`src/hss_pkg.sv`:
```
`timescale 1ns / 1ps

package hss_pkg;

    localparam int MOTORS_DEF = 16;
    localparam int MOTOR_W    = 4;
    localparam int COIL_W     = 4;
    localparam int CYCLE_W    = 24;
    localparam int TICK_W     = 16;
    localparam int BACK_W     = 8;
    localparam int MASK_W     = 16;
    localparam int PHASE_W    = 3;
    localparam int CFG_IDX_W  = 2;
    localparam int CFG_DATA_W = 16;

    // full steps per motor revolution, in eight-phase cycles
    localparam int CYCLES_PER_ROUND = 50;

    typedef enum logic [1:0] {
        MODE_IDLE = 2'd0,
        MODE_MOVE = 2'd1,
        MODE_BACK = 2'd2
    } mode_t;

    typedef enum logic [CFG_IDX_W-1:0] {
        CFG_READY_MASK  = 2'd0,
        CFG_PHASE_TICKS = 2'd1,
        CFG_BACK_CYCLES = 2'd2
    } cfg_index_t;

    typedef enum logic {
        REQ_START = 1'b0,
        REQ_TICK  = 1'b1
    } req_t;

    typedef struct packed {
        logic [MASK_W-1:0] ready_mask;
        logic [TICK_W-1:0] phase_ticks;
        logic [BACK_W-1:0] back_cycles;
    } cfg_t;

    typedef struct packed {
        logic               req_type;
        logic [MOTOR_W-1:0] motor_id;
        logic               direction;
        logic [CYCLE_W-1:0] cycle_count;
        logic               limit_left;
        logic               limit_right;
    } item_t;

    typedef struct packed {
        logic [COIL_W-1:0]  coil_bits;
        logic [MOTOR_W-1:0] motor_sel;
        logic               dir_now;
        mode_t              run_mode;
        logic [PHASE_W-1:0] phase_index;
        logic [CYCLE_W-1:0] cycles_left;
        logic [TICK_W-1:0]  hold_count;
    } state_t;

    typedef struct packed {
        logic [COIL_W-1:0]  coils;
        logic [MOTOR_W-1:0] active_motor;
        logic               busy_res;
        logic               accepted;
        logic               done_res;
        logic               limit_stop;
    } result_t;

    // coil bit set by each half-step phase, forward and reverse
    function automatic logic [COIL_W-1:0] phase_set(input logic dir,
                                                   input logic [PHASE_W-1:0] p);
        logic [COIL_W-1:0] s;
        s = '0;
        case (p)
            3'd0:    s = 4'h1;
            3'd1:    s = dir ? 4'h8 : 4'h4;
            3'd3:    s = 4'h2;
            3'd5:    s = dir ? 4'h4 : 4'h8;
            3'd7:    s = 4'h1;
            default: s = 4'h0;
        endcase
        return s;
    endfunction

    // coil bit cleared by each half-step phase
    function automatic logic [COIL_W-1:0] phase_clr(input logic dir,
                                                   input logic [PHASE_W-1:0] p);
        logic [COIL_W-1:0] c;
        c = '0;
        case (p)
            3'd0:    c = dir ? 4'h4 : 4'h8;
            3'd2:    c = 4'h1;
            3'd4:    c = dir ? 4'h8 : 4'h4;
            3'd6:    c = 4'h2;
            default: c = 4'h0;
        endcase
        return c;
    endfunction

endpackage

```
`src/hss_cfg.sv`:
```
`timescale 1ns / 1ps

module hss_cfg
(
    input  logic                             clk,
    input  logic                             rst_n,
    input  logic                             cfg_valid,
    output logic                             cfg_ready,
    input  logic [hss_pkg::CFG_IDX_W-1:0]    cfg_index,
    input  logic [hss_pkg::CFG_DATA_W-1:0]   cfg_data,
    output hss_pkg::cfg_t                    cfg
);

    hss_pkg::cfg_t cfg_reg;
    hss_pkg::cfg_t cfg_next;

    assign cfg_ready = 1'b1;
    assign cfg       = cfg_reg;

    always_comb
    begin
        cfg_next = cfg_reg;
        if (cfg_valid)
        begin
            case (cfg_index)
                hss_pkg::CFG_READY_MASK:  cfg_next.ready_mask  = cfg_data;
                hss_pkg::CFG_PHASE_TICKS: cfg_next.phase_ticks = cfg_data;
                hss_pkg::CFG_BACK_CYCLES:
                    cfg_next.back_cycles = cfg_data[hss_pkg::BACK_W-1:0];
                default: cfg_next = cfg_reg;
            endcase
        end
    end

    always_ff @(posedge clk or negedge rst_n)
    begin
        if (!rst_n)
        begin
            cfg_reg.ready_mask  <= '0;
            cfg_reg.phase_ticks <= hss_pkg::TICK_W'(1);
            cfg_reg.back_cycles <= hss_pkg::BACK_W'(4);
        end
        else
        begin
            cfg_reg <= cfg_next;
        end
    end

endmodule

```
`src/hss_step.sv`:
```
`timescale 1ns / 1ps

module hss_step
#(
    parameter int MOTORS = hss_pkg::MOTORS_DEF
)
(
    input  hss_pkg::cfg_t    cfg,
    input  hss_pkg::state_t  state,
    input  hss_pkg::item_t   item,
    output hss_pkg::state_t  state_next,
    output hss_pkg::result_t result
);

    logic acc;
    logic done;
    logic lstop;
    logic apply;
    logic lim_hit;
    logic id_ok;
    logic [hss_pkg::COIL_W-1:0] set_bits;
    logic [hss_pkg::COIL_W-1:0] clr_bits;

    assign id_ok   = {1'b0, item.motor_id} < (hss_pkg::MOTOR_W+1)'(MOTORS);
    assign lim_hit = state.dir_now ? item.limit_right : item.limit_left;

    always_comb
    begin
        state_next = state;
        acc        = 1'b0;
        done       = 1'b0;
        lstop      = 1'b0;
        apply      = 1'b0;
        set_bits   = '0;
        clr_bits   = '0;

        if (item.req_type == hss_pkg::REQ_START)
        begin
            if (state.run_mode == hss_pkg::MODE_IDLE && id_ok &&
                cfg.ready_mask[item.motor_id])
            begin
                acc                    = 1'b1;
                state_next.motor_sel   = item.motor_id;
                state_next.dir_now     = item.direction;
                state_next.coil_bits   = '0;
                state_next.phase_index = '0;
                state_next.hold_count  = '0;
                state_next.cycles_left = item.cycle_count;
                state_next.run_mode    = hss_pkg::MODE_MOVE;
                if (item.cycle_count == '0)
                begin
                    state_next.run_mode = hss_pkg::MODE_IDLE;
                    done                = 1'b1;
                end
            end
        end
        else if (state.run_mode != hss_pkg::MODE_IDLE)
        begin
            if (state.hold_count != '0)
            begin
                state_next.hold_count = state.hold_count - 1'b1;
            end
            else
            begin
                apply = 1'b1;
                if (state.phase_index == '0)
                begin
                    if (state.cycles_left == '0)
                    begin
                        // all cycles run: finish
                        lstop = (state.run_mode == hss_pkg::MODE_BACK);
                        done  = 1'b1;
                        apply = 1'b0;
                    end
                    else if (state.run_mode == hss_pkg::MODE_MOVE && lim_hit)
                    begin
                        // limit seen: back off with the other table
                        state_next.run_mode    = hss_pkg::MODE_BACK;
                        state_next.dir_now     = ~state.dir_now;
                        state_next.cycles_left =
                            hss_pkg::CYCLE_W'(cfg.back_cycles) - 1'b1;
                        if (cfg.back_cycles == '0)
                        begin
                            lstop = 1'b1;
                            done  = 1'b1;
                            apply = 1'b0;
                        end
                    end
                    else
                    begin
                        state_next.cycles_left = state.cycles_left - 1'b1;
                    end
                end
                if (apply)
                begin
                    set_bits = hss_pkg::phase_set(state_next.dir_now, state.phase_index);
                    clr_bits = hss_pkg::phase_clr(state_next.dir_now, state.phase_index);
                    state_next.coil_bits   = (state.coil_bits & ~clr_bits) | set_bits;
                    state_next.phase_index = state.phase_index + 1'b1;
                    state_next.hold_count  = (cfg.phase_ticks == '0) ? '0 :
                                             cfg.phase_ticks - 1'b1;
                end
            end
        end

        if (done)
        begin
            state_next.coil_bits   = '0;
            state_next.run_mode    = hss_pkg::MODE_IDLE;
            state_next.phase_index = '0;
            state_next.cycles_left = '0;
            state_next.hold_count  = '0;
        end

        result.coils        = state_next.coil_bits;
        result.active_motor = state_next.motor_sel;
        result.busy_res     = (state_next.run_mode != hss_pkg::MODE_IDLE);
        result.accepted     = acc;
        result.done_res     = done;
        result.limit_stop   = lstop;
    end

endmodule

```
`src/half_step_stepper_sequencer.sv`:
```
`timescale 1ns / 1ps
// half-step stepper sequencer: one start or tick transaction per clock while in_stall is low
// each transaction is captured in the input register, and its result is held in the result register
// throughput: one transaction per cycle unless a full result slot is stalled; the state updates as each one advances
// reset (rst_n, async, active low): idle, coil state low, motor 0, phase_ticks 1,
// back_cycles 4, no motor ready; no clearing pass is needed

module half_step_stepper_sequencer
#(
    parameter int MOTORS = hss_pkg::MOTORS_DEF
)
(
    input  logic                               clk,
    input  logic                               rst_n,

    // input channel
    input  logic                               in_valid,
    output logic                               in_stall,
    input  logic                               req_type,
    input  logic [hss_pkg::MOTOR_W-1:0]        motor_id,
    input  logic                               direction,
    input  logic [hss_pkg::CYCLE_W-1:0]        cycle_count,
    input  logic                               limit_left,
    input  logic                               limit_right,

    // result channel
    output logic                               out_valid,
    input  logic                               out_stall,
    output logic [hss_pkg::COIL_W-1:0]         coils,
    output logic [hss_pkg::MOTOR_W-1:0]        active_motor,
    output logic                               busy_res,
    output logic                               accepted,
    output logic                               done_res,
    output logic                               limit_stop,

    // configuration write channel
    input  logic                               cfg_valid,
    output logic                               cfg_ready,
    input  logic [hss_pkg::CFG_IDX_W-1:0]      cfg_index,
    input  logic [hss_pkg::CFG_DATA_W-1:0]     cfg_data
);

    hss_pkg::cfg_t    cfg;

    // input register: one captured transaction waiting for the step logic
    logic             in_vld_reg;
    logic             in_vld_next;
    hss_pkg::item_t   item_reg;

    // sequencer state, updated when the captured transaction is processed
    hss_pkg::state_t  state_reg;
    hss_pkg::state_t  state_next;

    // result register, holds while the consumer stalls
    logic             out_vld_reg;
    logic             out_vld_next;
    hss_pkg::result_t res_reg;
    hss_pkg::result_t step_res;

    logic             advance;
    logic             in_take;

    hss_cfg u_cfg
    (
        .clk       (clk),
        .rst_n     (rst_n),
        .cfg_valid (cfg_valid),
        .cfg_ready (cfg_ready),
        .cfg_index (cfg_index),
        .cfg_data  (cfg_data),
        .cfg       (cfg)
    );

    hss_step
    #(
        .MOTORS (MOTORS)
    )
    u_step
    (
        .cfg        (cfg),
        .state      (state_reg),
        .item       (item_reg),
        .state_next (state_next),
        .result     (step_res)
    );

    // the captured transaction moves on unless the result slot is full and stalled
    assign advance  = in_vld_reg && !(out_vld_reg && out_stall);
    assign in_stall = in_vld_reg && out_vld_reg && out_stall;
    assign in_take  = in_valid && !in_stall;

    always_comb
    begin
        in_vld_next = in_vld_reg;
        if (in_take)
        begin
            in_vld_next = 1'b1;
        end
        else if (advance)
        begin
            in_vld_next = 1'b0;
        end

        out_vld_next = out_vld_reg;
        if (advance)
        begin
            out_vld_next = 1'b1;
        end
        else if (!out_stall)
        begin
            out_vld_next = 1'b0;
        end
    end

    // control and state registers
    always_ff @(posedge clk or negedge rst_n)
    begin
        if (!rst_n)
        begin
            in_vld_reg  <= 1'b0;
            out_vld_reg <= 1'b0;
            state_reg   <= '{coil_bits:   '0,
                             motor_sel:   '0,
                             dir_now:     1'b0,
                             run_mode:    hss_pkg::MODE_IDLE,
                             phase_index: '0,
                             cycles_left: '0,
                             hold_count:  '0};
        end
        else
        begin
            in_vld_reg  <= in_vld_next;
            out_vld_reg <= out_vld_next;
            if (advance)
            begin
                state_reg <= state_next;
            end
        end
    end

    // payload registers
    always_ff @(posedge clk)
    begin
        if (in_take)
        begin
            item_reg <= '{req_type:    req_type,
                          motor_id:    motor_id,
                          direction:   direction,
                          cycle_count: cycle_count,
                          limit_left:  limit_left,
                          limit_right: limit_right};
        end
        if (advance)
        begin
            res_reg <= step_res;
        end
    end

    assign out_valid    = out_vld_reg;
    assign coils        = res_reg.coils;
    assign active_motor = res_reg.active_motor;
    assign busy_res     = res_reg.busy_res;
    assign accepted     = res_reg.accepted;
    assign done_res     = res_reg.done_res;
    assign limit_stop   = res_reg.limit_stop;

endmodule

```
`config.mk`:
```
export PLATFORM = sky130hd
export DESIGN_NAME = half_step_stepper_sequencer
export DESIGN_NICKNAME = d
export VERILOG_FILES = /design/src/hss_pkg.sv /design/src/hss_cfg.sv /design/src/hss_step.sv /design/src/half_step_stepper_sequencer.sv
export SDC_FILE = /design/constraint.sdc
export NUM_CORES = 1
export LEC_CHECK = 0
export ABC_AREA = 0
export BUFFER_PORTS_ARGS = -buffer_cell sky130_fd_sc_hd__clkbuf_2
export CORE_MARGIN = 1.5
export CORE_UTILIZATION = 59
export CTS_CLUSTER_DIAMETER = 30
export DETAILED_ROUTE_END_ITERATION = 16
export GPL_ROUTABILITY_DRIVEN = 1
export GPL_TIMING_DRIVEN = 0
export PLACE_DENSITY_LB_ADDON = 0.08
export SLEW_MARGIN = 20
export SYNTH_ARGS = -nofsm -noshare
export SYNTH_HDL_FRONTEND = slang
export SYNTH_SLANG_ARGS = --single-unit
```
`constraint.sdc`:
```
create_clock -name clk -period 3.22 [get_ports clk]
set_clock_uncertainty 0.1 [all_clocks]
set_input_delay 0.161 -clock clk [delete_from_list [all_inputs] [get_ports clk]]
set_output_delay 0.161 -clock clk [all_outputs]
set_load 0.05 [all_outputs]
```
==> results.toml, run 1 <==
[floorplan]
start_util = 0.6015
coreArea_sq_um = 12520
dieHeight_um = 116.0
row_count = 41
design.die.area_sq_um = 13450
io_pins = 70
die_w_um = 116.0

[power]
ir_drop_mv = 0.7513
p_leak_uw = 0.003907
p_per_area_nw_per_um2 = 1019

[finish]
fin_nets = 952
syn2layout_area_growth_pct = 22.87
layout_commonest_cell = "dfrtp_1"
diodes = 0
multi_input_area_sq_um = 3583
layout.area.seq_sq_um = 3726
drive_gt1_frac = 0.2060
largest_reg_flops = 54
fillCellCount = 935
layout_common_cells = "dfrtp_1 (94), nand2_1 (78), clkbuf_2 (70)"
fin_cells = 1070

[detailed_routing]
post_drt_via_cell_ratio = 6.007
wl_per_cell_um = 18.43
drc = 0
vias = 6428
detail_route.iter0.violations = 479
routed_wl_mm = 19.72
first_pass_iters = 5
ant_nets = 0

[global_route]
grt_max_degree = 66
grt_pass1_vias = 6391
grt.total_usage = 0.3162
grt_pass1_wl_mm = 32.22
antenna_found_initial = 0
grt-ovfl-total = 0

[critical_path]
rr_endpoint = "state_reg[24]"
r2r-start = "state_reg[6]"
endpoint = "state_reg[24]"
rr_worst_depth = 9
crit_type = "reg2reg"
cp_slowest_cell = "nor4_1"
worst-path-stages = 9
cpLargestDelayFamily = "simple AND/OR/NAND/NOR gates"
crit_path_end_kind = "register"
crit_start = "state_reg[6]"
critPathMaxFanout = 10
arrival_ns = 3.33
critPathRequiredTime_ns = 3.46
rrSetupSlack_ns = 0.13
startpoint_type = "register"
max_stage_delay_ns = 0.53
path_cells = "nor4_1, and4_1, and2_1, clkbuf_1, nand2_1, clkbuf_1, a21oi_1, a21oi_1, o21ai_1"
cp_num_buf_inv = 2

[synth]
netlist-cell-type-count = 65
synth_edf_count = 44
synthArstFlopShare = 0.6857
synthCells = 746
synth_nets = 812
avgSynthCellArea_sq_um = 10.09
synth-main-ff-cell = "dfrtp_1"
synth-seq-cells = 140
ys_seq_area_frac = 0.4949
synth_area_sq_um = 7528
yosys_warnings = 0

[clocking]
root_buffer = "clkbuf_16"
htreeDepth = 4
numClockSinks = 140
cts_tree = "yes"
clk_pin_slew_ns = 0.06
clock_latency_ns = 0.43
cts_buffers = 17
postCtsSetupBuffers = 0
clockBufferDepth = 2

[timing]
worst_pin_slew_ns = 0.9122
setup_viol = 0
period_minus_slack_ns = 3.094
relSlewSlack = 0.3905
drv_slew = 0
grt_setup_unrepaired = "false"
fin_ws_ns = 0.1258
max_freq_mhz = 323.2
period_share = 0.9609
hold_viol_final = 0

[job]
maxCapViolCount = 0

[placement]
gp_congestion = 0.9404
dp_hpwl_mm = 13.52
pre_cts_ws_ns = -0.02959
dp.cells = 987
port_buffers = 68

[outcome]
status = "completed"

[worst_hold_path]
hold_path.class = "in2async"
## repair_timing
item,4_1_cts,5_1_grt
endpoints found under the setup margin,4,7
endpoints found under the hold margin,168,0
pin swaps,0,1
resized for setup,4,5
hold buffers,52,0
## report_power, final
part           internal (uW)  leakage (uW)  switching (uW)
Clock                   1130      0.000282             744
Combinational           1910       0.00199            2850
Sequential              2300       0.00164             489
Total                   5340       0.00391            4090
## synthesized netlist by cell type (all sizes together) (2+ instances only)
cell / count / area (sq um)
edfxtp: 44 / 1321
mux4: 5 / 112.6
and2: 5 / 31.28
mux2: 43 / 484.2
a31oi: 6 / 37.54
nor3b: 8 / 60.06
clkbuf: 24 / 90.09
xnor2: 16 / 140.1
a41oi: 3 / 26.28
a21o: 3 / 22.52
dfrtp: 94 / 2352
or3: 2 / 17.52
o21ai: 68 / 347.8
a221o: 2 / 20.02
o31ai: 6 / 45.04
or2: 2 / 15.02
nand3: 15 / 75.07
nor4b: 3 / 26.28
ha: 11 / 137.6
nor3: 27 / 151.4
dfstp: 2 / 52.55
buf: 11 / 77.56
or4: 8 / 67.56
mux2i: 10 / 100.1
nor2b: 5 / 31.28
a31o: 2 / 17.52
nor4: 21 / 146.4
and3: 6 / 37.54
nand3b: 5 / 37.54
xor2: 25 / 219.0
nand2: 80 / 310.3
a22o: 2 / 17.52
inv: 22 / 82.58
a32o: 2 / 20.02
nand4: 8 / 50.05
a22oi: 2 / 15.01
and4: 2 / 17.52
nand2b: 7 / 51.30
nor2: 58 / 220.2
a211oi: 5 / 37.54
a311oi: 2 / 17.52
a21oi: 67 / 335.3
## how the worst min path moves through the flow
| stage | slack [ns] | end | depth (start not counted) |
|---|---|---|---|
| finish | 0.10 | state_reg[10] | 2 |
| global route | 0.14 | state_reg[25] | 2 |
| CTS | 0.11 | state_reg[40] | 2 |
| detailed placement | -0.01 | state_reg[25] | 1 |
| global placement | 0.24 | item_reg[30] | 1 |
| floorplan | -0.23 | in_vld_reg | 0 |
## metal layers
metal / global-route usage / vias up / part of all wire
li1: - / 2994 / -
met1: 0.4405 / 3112 / 0.43
met2: 0.4933 / 294 / 0.48
met3: 0.06328 / 28 / 0.072
met4: 0.1195 / 0 / 0.016
met5: 0 / - / 0
## worst register-to-register path, stage by stage, from the launching register on
cell,delay [ns]
dfrtp_1,0.44
nor4_1,0.53
and4_1,0.42
and2_1,0.16
clkbuf_1,0.35
nand2_1,0.28
clkbuf_1,0.30
a21oi_1,0.21
a21oi_1,0.06
o21ai_1,0.16
## stage by stage
stage	area (sq um)	setup TNS (ns)	utilization	power [uW]	hold slack (ns)
after floorplan	7528	0	-	6217	-0.2346
after global placement	8084	0	0.6458	7100	0.2374
after detailed placement	8122	-0.03178	0.6488	7267	-0.01432
after CTS	9240	0	0.7382	9259	0.1111
after global routing	9250	0	0.7390	10040	0.1380
final	9250	0	0.7390	9426	0.1021
## kinds of logic after synthesis
| logic type | after synthesis | synth area share |
|---|---|---|
| other | 1 | 0.0004981 |
| multiplexers | 58 | 0.09257 |
| AO/OA/AOI/OAI | 174 | 0.1316 |
| buffers and inverters | 57 | 0.03324 |
| adder cells (fa/ha/maj) | 11 | 0.01828 |
| flip-flops | 140 | 0.4949 |
| XOR/XNOR | 41 | 0.04770 |
| AND/OR/NAND/NOR | 264 | 0.1812 |
## layout make-up
cell class / count / area share
Multi-Input combinational cell: 549 / 0.3874
Timing Repair Buffer: 121 / 0.09698
Clock inverter: 8 / 0.005816
Buffer: 35 / 0.01853
Clock buffer: 23 / 0.05627
Inverter: 22 / 0.008927
Sequential cell: 140 / 0.4028
Tap cell: 172 / 0.02327
Note: power is estimated with default switching activity, not from simulation.
==> run 2: changes to the inputs <==
Settings changed: SETUP_SLACK_MARGIN from default to 0.5.
==> run 2 against run 1 <==
Die area unchanged. Largest cell class is now multi-input combinational cells. Core utilization increased by 3.8 points. Flip-flop and latch count unchanged. Wire length increased by 5.4%.
==> results.toml, run 2 (synthesized netlist as in run 1, its figures left out) <==
[timing]
hold_viol_final = 0
max_freq_mhz = 364.6
relSlewSlack = 0.4024
grt_setup_unrepaired = "true"
worst_pin_slew_ns = 0.8944
period_share = 0.8518
drv_slew = 0
setup_viol = 0
period_minus_slack_ns = 2.743
hold_ws_ns = 0.09963

[critical_path]
endpoint = "state_reg[18]"
rrSetupSlack_ns = 0.48
r2r-start = "state_reg[7]"
critPathMaxFanout = 6
crit_type = "reg2reg"
startpoint_type = "register"
critPathRequiredTime_ns = 3.43
rr_endpoint = "state_reg[18]"
rr_worst_depth = 8
arrival_ns = 2.95
crit_start = "state_reg[7]"
crit_path_end_kind = "register"

[finish]
final_util = 0.7775
layout_commonest_cell = "dfrtp_1"
fin_nets = 979
drive_gt1_frac = 0.2746
largest_reg_flops = 54
fillCellCount = 856
syn2layout_area_growth_pct = 29.27
diodes = 0
layout_common_cells = "dfrtp_1 (92), clkbuf_2 (77), nand2_1 (75)"
fin_cells = 1097

[clocking]
htreeDepth = 4
root_buffer = "clkbuf_16"
cts_buffers = 17
clockBufferDepth = 2
clk_pin_slew_ns = 0.06
numClockSinks = 140
cts_tree = "yes"
clock_latency_ns = 0.42

[detailed_routing]
post_drt_via_cell_ratio = 6.139
ant_nets = 0
detail_route.iter0.violations = 627
vias = 6735
routed_wl_mm = 20.77
wl_per_cell_um = 18.94
drc = 0
first_pass_iters = 7

[outcome]
status = "completed"

[global_route]
grt_pass1_vias = 6446
grt-ovfl-total = 0
grt_pass1_wl_mm = 32.99
grt_max_degree = 66
grt.total_usage = 0.3243
antenna_found_initial = 0

[power]
ir_drop_mv = 0.6959
clkPwrFrac = 0.182
seqPwrFrac = 0.273
p_sw_uw = 4396
cell_internal_pwr_uw = 5908
p_per_area_nw_per_um2 = 1059
p_leak_uw = 0.004156
comb_power_share = 0.545
swShare = 0.4266

[floorplan]
die_w_um = 116.0
dieHeight_um = 116.0
io_pins = 70
coreArea_sq_um = 12520
start_util = 0.6015
row_count = 41
design.die.area_sq_um = 13450

[worst_hold_path]
hold_path.class = "in2async"

[placement]
gp_congestion = 0.9404
dp_hpwl_mm = 13.52
port_buffers = 68
dp.cells = 987

[job]
maxCapViolCount = 0
[run 2: worst max-delay path, cell delays in order, from the launching register on]
cell and delay [ns]:
dfrtp_1 0.42, or4_4 0.58, nor3_4 0.20, nand4_1 0.31
nor2_4 0.28, a22o_1 0.23, or2_4 0.24, clkbuf_16 0.18
o21ai_1 0.07
[run 2: what timing repair did]
item,in CTS,in global routing
setup buffers,12,12
hold buffers,52,0
endpoints found under the hold margin,168,0
setup endpoints to repair,55,47
pin swaps,7,7
gates resized for setup,27,53
gates cloned,0,3
[run 2: cell type report]
cell class	count	area [sq um]	area share
plain buffers	35	220.2	0.02263
clock buffers	23	520.5	0.05348
clock inverters	8	53.80	0.005528
inverters	22	87.58	0.009000
multi-input cells	550	3779	0.3883
flip-flops and latches	140	3729	0.3831
well taps	172	215.2	0.02211
repair buffers	147	1127	0.1158
[run 2: power by group through the flow]
stage / logic [uW] / registers [uW] / clock network (uW)
after detailed placement: 4480 / 2780 / 0
after floorplan: 3450 / 2760 / 0
after global placement: 4350 / 2750 / 0
final: 5620 / 2810 / 1870
after CTS: 4980 / 2760 / 1880
after global routing: 6070 / 2870 / 1960
[run 2: metrics by stage]
stage	area [sq um]	TNS [ns]	total power, uW	setup slack (ns)
after floorplan	7528	0	6217	0.5308
after global placement	8084	0	7100	0.03387
after detailed placement	8122	-0.03178	7267	-0.02959
after CTS	9407	0	9631	0.5013
after global routing	9732	0	10900	0.4055
final	9732	0	10300	0.4771
[run 2: worst min-delay path by stage]
stage                               end  slack [ns]
after global placement     item_reg[30]        0.24
after floorplan              in_vld_reg       -0.23
after global routing      state_reg[25]        0.14
final                     state_reg[29]         0.1
after CTS                 state_reg[40]        0.11
after detailed placement  state_reg[25]       -0.01
[run 2: metal layers]
metal  part of all wire  track usage  vias up
met2               0.47       0.5039      347
li1                   -            -     3047
met4              0.023       0.1268        0
met3              0.083      0.06119       52
met5                  0            0        -
met1               0.42       0.4543     3289
